$ cat config.mk
export PLATFORM = sky130hd
export DESIGN_NAME = bba_walker
export DESIGN_NICKNAME = d
export VERILOG_FILES = /design/src/sv/bba_pkg.sv /design/src/sv/bba_walker.sv
export SDC_FILE = /design/constraint.sdc
export NUM_CORES = 1
export LEC_CHECK = 0
export ABC_AREA = 1
export BUFFER_PORTS_ARGS = -buffer_cell sky130_fd_sc_hd__buf_2
export CORE_MARGIN = 2
export CORE_UTILIZATION = 50
export DETAILED_ROUTE_END_ITERATION = 12
export GPL_ROUTABILITY_DRIVEN = 0
export PLACE_DENSITY = 0.71
export SLEW_MARGIN = 25
export SYNTH_ARGS = -nofsm -noshare
export SYNTH_HDL_FRONTEND = slang
export SYNTH_SLANG_ARGS = --single-unit
$ cat constraint.sdc
create_clock -name clk -period 3 [get_ports clk]
set_input_delay 0 -clock clk [delete_from_list [all_inputs] [get_ports clk]]
set_output_delay 0 -clock clk [all_outputs]
set_load 0.02 [all_outputs]
$ cat src/sv/bba_pkg.sv
// Shared constants, types and helper functions of the buddy block allocator.
package bba_pkg;

    localparam int POOL_SIZE = 2048;
    localparam int LEVELS    = $clog2(POOL_SIZE);
    localparam int NODE_W    = LEVELS + 1;
    localparam int NODE_CNT  = 1 << NODE_W;
    localparam int AMT_W     = LEVELS + 1;
    localparam int OFF_W     = LEVELS;
    localparam int LVL_W     = $clog2(LEVELS + 1);
    localparam int ST_W      = 3;

    localparam logic [ST_W-1:0] ST_DONE    = 3'd0;
    localparam logic [ST_W-1:0] ST_SHORT   = 3'd1;
    localparam logic [ST_W-1:0] ST_NOFIT   = 3'd2;
    localparam logic [ST_W-1:0] ST_ZERO    = 3'd3;
    localparam logic [ST_W-1:0] ST_NOMATCH = 3'd4;

    localparam logic KIND_ALLOC   = 1'b0;
    localparam logic KIND_RELEASE = 1'b1;

    typedef struct packed {
        logic             split;
        logic             used;
        logic [AMT_W-1:0] request;
    } node_t;

    typedef struct packed {
        logic              wr_en;
        logic [NODE_W-1:0] wr_addr;
        node_t             wr_data;
        logic [NODE_W-1:0] rd_addr;
    } ram_req_t;

    typedef struct packed {
        logic [ST_W-1:0]  status;
        logic [OFF_W-1:0] block_offset;
        logic [AMT_W-1:0] block_size;
        logic [AMT_W-1:0] free_total;
    } result_t;

    // Tree level whose block size is the smallest power of two covering amt.
    function automatic logic [LVL_W-1:0] target_level(input logic [AMT_W-1:0] amt);
        logic [AMT_W-1:0] v;
        logic [LVL_W-1:0] len;
        v   = amt - AMT_W'(1);
        len = '0;
        for (int i = 0; i < AMT_W; i++)
        begin
            if (v[i])
            begin
                len = LVL_W'(i + 1);
            end
        end
        return LVL_W'(LEVELS) - len;
    endfunction

    function automatic logic [OFF_W-1:0] node_offset(input logic [NODE_W-1:0] node,
                                                     input logic [LVL_W-1:0]  lvl);
        logic [NODE_W-1:0] sh;
        sh = node << (LVL_W'(LEVELS) - lvl);
        return sh[OFF_W-1:0];
    endfunction

    function automatic logic [AMT_W-1:0] node_size(input logic [LVL_W-1:0] lvl);
        return AMT_W'(1) << (LVL_W'(LEVELS) - lvl);
    endfunction

endpackage

$ cat src/sv/bba_walker.sv
// Tree walker: clearing pass, allocate and release searches, claim and merge.
module bba_walker
(
    input  logic                         clk,
    input  logic                         rst_n,
    input  logic                         in_valid,
    output logic                         in_ready,
    input  logic                         in_kind,
    input  logic [bba_pkg::AMT_W-1:0]    in_amount,
    output logic                         res_valid,
    input  logic                         res_ready,
    output bba_pkg::result_t             res,
    output bba_pkg::ram_req_t            ram_req,
    input  bba_pkg::node_t               ram_rd
);

    typedef enum logic [3:0] {
        S_CLEAR, S_IDLE, S_RD, S_CHK, S_BACK, S_CLAIM, S_MARK,
        S_FREE, S_SIB_RD, S_SIB_CHK, S_OUT
    } state_t;

    localparam logic [bba_pkg::NODE_W-1:0] ROOT = bba_pkg::NODE_W'(1);
    localparam logic [bba_pkg::NODE_W-1:0] LAST = {bba_pkg::NODE_W{1'b1}};

    state_t                        state_reg,  state_next;
    logic [bba_pkg::NODE_W-1:0]    node_reg,   node_next;
    logic [bba_pkg::LVL_W-1:0]     lvl_reg,    lvl_next;
    logic [bba_pkg::LVL_W-1:0]     tgt_reg,    tgt_next;
    logic                          kind_reg,   kind_next;
    logic [bba_pkg::AMT_W-1:0]     amt_reg,    amt_next;
    logic [bba_pkg::AMT_W-1:0]     free_reg,   free_next;
    bba_pkg::result_t              res_reg,    res_next;

    always_comb
    begin
        state_next = state_reg;
        node_next  = node_reg;
        lvl_next   = lvl_reg;
        tgt_next   = tgt_reg;
        kind_next  = kind_reg;
        amt_next   = amt_reg;
        free_next  = free_reg;
        res_next   = res_reg;
        ram_req.wr_en   = 1'b0;
        ram_req.wr_addr = node_reg;
        ram_req.wr_data = '0;
        ram_req.rd_addr = node_reg;

        unique case (state_reg)
            S_CLEAR:
            begin
                ram_req.wr_en = 1'b1;
                node_next     = node_reg + bba_pkg::NODE_W'(1);
                if (node_reg == LAST)
                begin
                    state_next = S_IDLE;
                end
            end
            S_IDLE:
            begin
                if (in_valid)
                begin
                    kind_next = in_kind;
                    amt_next  = in_amount;
                    node_next = ROOT;
                    lvl_next  = '0;
                    tgt_next  = bba_pkg::target_level(in_amount);
                    res_next  = '{status: bba_pkg::ST_DONE, block_offset: '0,
                                  block_size: '0, free_total: free_reg};
                    if (in_amount == '0)
                    begin
                        res_next.status = bba_pkg::ST_ZERO;
                        state_next      = S_OUT;
                    end
                    else if (in_kind == bba_pkg::KIND_ALLOC && in_amount > free_reg)
                    begin
                        res_next.status = bba_pkg::ST_SHORT;
                        state_next      = S_OUT;
                    end
                    else
                    begin
                        state_next = S_RD;
                    end
                end
            end
            S_RD:
            begin
                state_next = S_CHK;
            end
            S_CHK:
            begin
                state_next = S_BACK;
                if (kind_reg == bba_pkg::KIND_ALLOC)
                begin
                    if (lvl_reg == tgt_reg)
                    begin
                        if (!ram_rd.split && !ram_rd.used)
                        begin
                            state_next = S_CLAIM;
                        end
                    end
                    else if (!ram_rd.used)
                    begin
                        if (!ram_rd.split)
                        begin
                            // A free whole subtree: its leftmost node at the
                            // target level is the one taken.
                            node_next  = node_reg << (tgt_reg - lvl_reg);
                            lvl_next   = tgt_reg;
                            state_next = S_CLAIM;
                        end
                        else
                        begin
                            node_next  = {node_reg[bba_pkg::NODE_W-2:0], 1'b0};
                            lvl_next   = lvl_reg + bba_pkg::LVL_W'(1);
                            state_next = S_RD;
                        end
                    end
                end
                else
                begin
                    if (ram_rd.used)
                    begin
                        if (ram_rd.request == amt_reg)
                        begin
                            state_next = S_FREE;
                        end
                    end
                    else if (ram_rd.split && lvl_reg != bba_pkg::LVL_W'(bba_pkg::LEVELS))
                    begin
                        node_next  = {node_reg[bba_pkg::NODE_W-2:0], 1'b0};
                        lvl_next   = lvl_reg + bba_pkg::LVL_W'(1);
                        state_next = S_RD;
                    end
                end
            end
            S_BACK:
            begin
                if (node_reg == ROOT)
                begin
                    res_next.status = (kind_reg == bba_pkg::KIND_ALLOC) ?
                                      bba_pkg::ST_NOFIT : bba_pkg::ST_NOMATCH;
                    state_next = S_OUT;
                end
                else if (node_reg[0])
                begin
                    node_next = node_reg >> 1;
                    lvl_next  = lvl_reg - bba_pkg::LVL_W'(1);
                end
                else
                begin
                    node_next  = node_reg + bba_pkg::NODE_W'(1);
                    state_next = S_RD;
                end
            end
            S_CLAIM:
            begin
                ram_req.wr_en   = 1'b1;
                ram_req.wr_data = '{split: 1'b0, used: 1'b1, request: amt_reg};
                free_next       = free_reg - amt_reg;
                res_next        = '{status: bba_pkg::ST_DONE,
                                    block_offset: bba_pkg::node_offset(node_reg, lvl_reg),
                                    block_size: bba_pkg::node_size(lvl_reg),
                                    free_total: free_reg - amt_reg};
                node_next = node_reg >> 1;
                state_next = (node_reg == ROOT) ? S_OUT : S_MARK;
            end
            S_MARK:
            begin
                // Every ancestor of a claimed block is split.
                ram_req.wr_en   = 1'b1;
                ram_req.wr_data = '{split: 1'b1, used: 1'b0, request: '0};
                node_next       = node_reg >> 1;
                if (node_reg == ROOT)
                begin
                    state_next = S_OUT;
                end
            end
            S_FREE:
            begin
                ram_req.wr_en = 1'b1;
                free_next     = free_reg + amt_reg;
                res_next      = '{status: bba_pkg::ST_DONE,
                                  block_offset: bba_pkg::node_offset(node_reg, lvl_reg),
                                  block_size: bba_pkg::node_size(lvl_reg),
                                  free_total: free_reg + amt_reg};
                state_next = (node_reg == ROOT) ? S_OUT : S_SIB_RD;
            end
            S_SIB_RD:
            begin
                ram_req.rd_addr = {node_reg[bba_pkg::NODE_W-1:1], ~node_reg[0]};
                state_next      = S_SIB_CHK;
            end
            S_SIB_CHK:
            begin
                state_next = S_OUT;
                if (!ram_rd.split && !ram_rd.used)
                begin
                    // Both buddies free: the parent becomes one free block.
                    ram_req.wr_en   = 1'b1;
                    ram_req.wr_addr = node_reg >> 1;
                    node_next       = node_reg >> 1;
                    if ((node_reg >> 1) != ROOT)
                    begin
                        state_next = S_SIB_RD;
                    end
                end
            end
            S_OUT:
            begin
                if (res_ready)
                begin
                    state_next = S_IDLE;
                end
            end
            default:
            begin
                state_next = S_IDLE;
            end
        endcase
    end

    always_ff @(posedge clk or negedge rst_n)
    begin
        if (!rst_n)
        begin
            state_reg <= S_CLEAR;
            node_reg  <= '0;
            lvl_reg   <= '0;
            tgt_reg   <= '0;
            kind_reg  <= 1'b0;
            amt_reg   <= '0;
            free_reg  <= bba_pkg::AMT_W'(bba_pkg::POOL_SIZE);
        end
        else
        begin
            state_reg <= state_next;
            node_reg  <= node_next;
            lvl_reg   <= lvl_next;
            tgt_reg   <= tgt_next;
            kind_reg  <= kind_next;
            amt_reg   <= amt_next;
            free_reg  <= free_next;
        end
    end

    always_ff @(posedge clk)
    begin
        res_reg <= res_next;
    end

    assign in_ready  = (state_reg == S_IDLE);
    assign res_valid = (state_reg == S_OUT);
    assign res       = res_reg;

endmodule

After elaboration in Yosys (flattened, before gate mapping)
Cells that the tools add are included.
{ "op_classes": {"n_bitwise": 2, "shift": 3, "n_reduce_logical": 21, "n_mux": 69, "add_sub_neg": 9, "n_lt_le_gt_ge": 1, "n_eq_ne": 29} }
{ "ops": {"columns": ["cell", "count"], "rows": [
  ["2-to-1 mux 4 bit", 35],
  ["2-to-1 mux 12 bit", 11],
  ["case mux 35 bit (3 select lines)", 1],
  ["case mux 12 bit (6 select lines)", 1],
  ["case mux 4 bit (11 select lines)", 1],
  ["2-to-1 mux 38 bit", 1],
  ["case mux 14 bit (2 select lines)", 1],
  ["case mux 12 bit (2 select lines)", 1],
  ["== test 4 x 3 -> 1 bit, second input constant", 4],
  ["AND reduction 8 bit", 2],
  ["2-to-1 mux 3 bit", 5],
  ["!= test 3 bit, second input constant", 5],
  ["!= test 2 bit, second input constant", 7],
  ["2-to-1 mux 13 bit", 1],
  ["adder 12 x 1 -> 12 bit, second input constant", 1],
  ["adder 12 bit", 1],
  ["== test 12 x 1 -> 1 bit, second input constant", 1],
  ["== test 12 bit", 1],
  ["== test 12 bit, second input constant", 1],
  ["== test 4 bit, second input constant", 3],
  ["> comparator 12 bit", 1],
  ["zero test 12 bit", 1],
  ["case mux 4 bit (3 select lines)", 1],
  ["<< shifter 1 x 4 -> 12 bit, first input constant", 1],
  ["30 further kinds", 46]
]} }
{ "word_totals": {"word_cells": 145, "input_bits": 31, "register_bits": 87, "output_inout_bits": 79} }

Logic depth before layout (Yosys ltp)
{ "logic_depth": {"ltp_word": 16, "depth_mapped": 14, "ltp_nobuf": 14} }

Least setup slack after synthesis
No wires, ideal clock.
{ "synth_path": {"kind": "reg-to-reg", "startpoint": "register state_reg[3]", "endpoint": "register res_reg, in the netlist res[0] (enable)", "arrival_ns": 2.095, "required_time_ns": 2.607, "setup_time_ns": 0.393, "n_path_buf": 1, "path_slack_ns": 0.512, "stages_incl_launch_ff": 7, "synth_period_minus_slack_ns": 2.488, "cell_sequence": "dfrtp_1 -> nor2_1 -> inv_2 -> nor2_2 -> nand2_1 -> clkbuf_1 -> nand2_1"} }
{ "synth_via": {"elab_chain_len": 3, "elab_cells_between_ends": 6, "cone_classes": "eq/ne: 4; reduce/logical: 2"} }
{ "synth_lines": {"columns": ["item", "line_no", "text"], "rows": [
  ["start: declaration", "bba_walker.sv:25", "state_t state_reg, state_next;"],
  ["start signal: assignment", "bba_walker.sv:237", "state_reg <= state_next;"],
  ["== test 4 x 1 -> 1 bit *", null, null],
  ["named net in_ready", "bba_walker.sv:7", "output logic in_ready,"],
  ["!= test 2 bit (no line) or nonzero test 3 bit (tied branches)", null, null],
  ["AND reduction 2 bit (no line) *", null, null],
  ["end signal: assignment", "bba_walker.sv:249", "res_reg <= res_next;"],
  ["end: declaration", "bba_walker.sv:32", "bba_pkg::result_t res_reg, res_next;"]
]} }
The timed path passes the listed nets; every way through them passes the cells marked *.
A chain may end at the register's enable or synchronous reset.

Worst setup path after layout
{ "layout_path": {"startpoint": "register lvl_reg[2] in the netlist's numbering", "endpoint": "register node_reg[1] in the netlist's numbering"} }
{ "layout_via": {"elab_chain_len": 7, "elab_cells_between_ends": 14, "cone_classes": "add/sub: 1; eq/ne: 5; shift: 1; mux: 5; reduce/logical: 2"} }
{ "layout_lines": {"columns": ["item", "line_no", "text"], "rows": [
  ["start: declaration", "bba_walker.sv:27", "logic [bba_pkg::LVL_W-1:0] lvl_reg, lvl_next;"],
  ["start signal: assignment", "bba_walker.sv:239", "lvl_reg <= lvl_next;"],
  ["subtractor 4 bit", "bba_walker.sv:108", "node_next = node_reg << (tgt_reg - lvl_reg);"],
  ["<< shifter 12 x 4 -> 12 bit", "bba_walker.sv:108", null],
  ["2-to-1 mux 12 bit", "bba_walker.sv:104", "if (!ram_rd.split)"],
  ["2-to-1 mux 12 bit", "bba_walker.sv:102", "else if (!ram_rd.used)"],
  ["2-to-1 mux 12 bit", "bba_walker.sv:95", "if (lvl_reg == tgt_reg)"],
  ["2-to-1 mux 12 bit", "bba_walker.sv:93", "if (kind_reg == bba_pkg::KIND_ALLOC)"],
  ["case mux 12 bit (6 select lines)", "bba_walker.sv:49", "unique case (state_reg)"],
  ["end signal: assignment", "bba_walker.sv:238", "node_reg <= node_next;"],
  ["end: declaration", "bba_walker.sv:26", "logic [bba_pkg::NODE_W-1:0] node_reg, node_next;"]
]} }
Parallel ways exist; a longest one is shown, timed or not. The select of a mux whose other input is x is not followed.

==> results by group <==
Routing
  • Average routed wire per standard cell: 16.1 um
  • Via count: 7761
  • Drt via density: 5.63
  • DRC Markers: 0
  • Pre-antenna DRT Iters: 8
  • Starting DRC count in detailed routing: 895
  • Post-route ant nets: 0
  • Total Wirelength: 22200 um

Power
  • Psw: 0.00555 W
  • Switch share: 0.539
  • Logic pwr share: 0.652
  • Cell internal pwr: 0.00474 W
  • Clock power frac: 0.120
  • Static leakage: 4.20 nW
  • Reg power frac: 0.228
  • IR drop worst, VDD: 0.504 mV
  • Power Dens Cells: 1190 nW/um^2

Timing
  • Measured slew at the worst slew-check pin: 0.887 ns
  • Tcrit/Tclk final: 0.890
  • TNS Setup: 0 ns
  • Max Clock Skew: 0.00589 ns
  • Fmax: 375 MHz
  • Final hold violations: 0
  • Unrepaired setup endpoints after global routing: false
  • Slew Limit Fails: 0
  • Final Setup Violations: 0
  • Slew headroom: 0.408
  • Min Tclk post-route: 2.67 ns

Yosys
  • Seq/Total Area, Yosys: 0.312
  • FF+latch count, synth: 87
  • Post-synth ARST share: 0.563
  • Syn avg cell area: 6.99 um^2
  • Synth Instances: 1085
  • Count leader, synth: nand2_1
  • EDFF count, synth: 38
  • Yosys cell types: 52
  • Commonest cells in the netlist: nand2_1 (250), inv_1 (114), nor2_1 (106)
  • Top FF cell, synth: dfrtp_1
  • Top cell type's share of synthesized area: 0.158
  • Yosys warning count: 0
  • Synthesized area: 7580 um^2
  • Top post-synthesis cells by area: dfrtp_1 (16%), edfxtp_1 (15%), nand2_1 (12%)
  • Leading area contributor after synthesis: dfrtp_1
  • Net Count, Synth: 1168

Floorplanning
  • Die ar.: 16200 um^2
  • FP Rows: 45
  • Die Ht: 127 um
  • Core Region: 15000 um^2
  • Die width: 127 um
  • Io pins: 110
  • Starting density of the core: 0.504

Setup path
  • Worst path slowest cell: dfrtp_1
  • WS Path Type: register to register
  • Crit-path max cell delay: 0.64 ns
  • Crit-path cells: inv_1 -> ha_1 -> nand2_1 -> nor2_1 -> nand2_1 -> nand3_1 -> nand2_1 -> nor2_4 -> inv_2 -> a21oi_2 -> o21ai_1 -> nand2_1
  • Reg2reg end: node_reg[1]$_DFFE_PN0P_
  • Critical path required time: 3.29 ns
  • Most common cell on crit path: nand2_1
  • Critical Path End Type: register
  • Worst EP arrival: 2.96 ns
  • Startpoint types: register
  • CP max FO: 17
  • Worst reg-to-reg setup slack: 0.33 ns
  • Worst-case reg-to-reg path depth: 12
  • Reg2Reg Launch Point: lvl_reg[2]$_DFFE_PN0P_

Cells and area
  • Largest register FFs: 38
  • Nets: 1268
  • Antenna cells: 0
  • Layout cell share with drive strength beyond 1: 0.161
  • Layout overhead on the synthesized area: 14.3%
  • Cell Count, Final, Fillers Out: 1378

Placement
  • Port Buffers: 109
  • Detail Placement HPWL: 17000 um
  • Cell total after placement: 1350

CTS
  • CTS Buf Count: 9
  • Clock tree root buffer cell: clkbuf_16
  • Clk sinks: 87
  • TritonCTS clock tree: yes
  • CTS resizes: 0
  • Worst-path clk slew: 0.06 ns
  • H-tree levels: 3
  • Clk_lat worst skew: 0.35 ns
  • Max Root-Sink Buffers: 2

Hold path
  • Hold path start: in_amount[0]
  • Min-Delay Endpoint: amt_reg[0]$_DFFE_PN0P_
  • HP Class: input port to register
  • Hold path depth: 3

Global routing
  • First-pass GRT wire length: 35700 um
  • Gr ovfl total: 0
  • Gr usage total: 0.279
  • Vias in the first global route: 7003
  • Initial antenna violation count: 0
  • Largest net degree at the start of global routing: 38

Run status
  • Status: finished, final reports clean

Run
  • # Max-Cap Violations: 0
==> routing by layer <==
metal / global-route usage / vias to the layer above / part of all wire
met2: 0.424 / 351 / 0.43
met3: 0.0385 / 28 / 0.091
li1: - / 3812 / -
met4: 0.0763 / 0 / 0.015
met1: 0.417 / 3570 / 0.46
met5: 0 / - / 0
==> critical path: cells and delay by family (launching register included) <==
family | cells | cell delay [ns]
adders and majority gates | 1 | 0.41
AOI/OAI and AO/OA | 2 | 0.22
and+or+nand+nor | 7 | 0.92
DFF | 1 | 0.64
buffers and inverters | 2 | 0.42
==> worst max path at each step <==
stage	from	to	slack (ns)	depth (start not counted)
after floorplan	state_reg[3]$_DFFE_PN0P_	res[0]$_DFFE_PP_	0.51	6
after global placement	lvl_reg[2]$_DFFE_PN0P_	node_reg[1]$_DFFE_PN0P_	0.50	12
after detailed placement	lvl_reg[2]$_DFFE_PN0P_	node_reg[1]$_DFFE_PN0P_	0.37	12
after CTS	lvl_reg[2]$_DFFE_PN0P_	node_reg[1]$_DFFE_PN0P_	0.36	12
after global routing	lvl_reg[2]$_DFFE_PN0P_	node_reg[1]$_DFFE_PN0P_	0.06	12
final	lvl_reg[2]$_DFFE_PN0P_	node_reg[1]$_DFFE_PN0P_	0.33	12
==> kinds of logic after synthesis <==
| kind of cell | synth area share |
|---|---|
| buffers and inverters | 0.0979 |
| AOI/OAI and AO/OA | 0.165 |
| adders and majority gates | 0.0888 |
| xor gates and xnor gates | 0.0312 |
| and+or+nand+nor | 0.301 |
| DFF | 0.312 |
| muxes | 0.00396 |
==> placed cells by master, fill, tap and decap left out, types with 22 or more instances in the layout <==
| cell | count |
|---|---|
| nand3_1 | 90 |
| nor2_1 | 106 |
| inv_1 | 114 |
| nand2_1 | 250 |
| a21oi_1 | 58 |
| o21ai_0 | 95 |
| ha_1 | 49 |
| edfxtp_1 | 38 |
| dfrtp_1 | 48 |
| buf_2 | 109 |
| o211ai_1 | 22 |
==> cell type report <==
| class | count | area [um^2] |
|---|---|---|
| Fill cell | 1464 | 6360 |
| Timing Repair Buffer | 137 | 786 |
| Sequential cell | 87 | 2370 |
| Clock inverter | 5 | 82.6 |
| Multi-Input combinational cell | 820 | 4470 |
| Clock buffer | 11 | 233 |
| Inverter | 130 | 493 |
| Tap cell | 188 | 235 |
==> stage by stage <==
stage / area (um^2) / hold slack [ns] / total power [W] / setup slack, ns / utilization
after global placement: 8230 / 0.166 / 0.00884 / 0.500 / 0.548
after detailed placement: 8230 / 0.173 / 0.00888 / 0.372 / 0.548
final: 8670 / 0.0320 / 0.0103 / 0.331 / 0.577
after global routing: 8670 / 0.0742 / 0.0111 / 0.0595 / 0.577
after CTS: 8670 / 0.0248 / 0.0102 / 0.358 / 0.577
after floorplan: 7580 / -0.296 / 0.00728 / 0.512 / -
==> what timing repair did <==
| action | 4_1_cts | 5_1_grt |
|---|---|---|
| hold endpoints to repair | 46 | 0 |
| setup buffers | 0 | 0 |
| hold buffers | 12 | 0 |
==> power groups by stage <==
stage                     Combinational, W  Clock (W)  Sequential, W
after floorplan                    0.00500          0        0.00228
after global placement             0.00649          0        0.00235
after detailed placement           0.00652          0        0.00236
after CTS                          0.00658    0.00124        0.00233
after global routing               0.00744    0.00129        0.00241
final                              0.00671    0.00123        0.00235
Note: power is estimated with default switching activity, not from simulation.
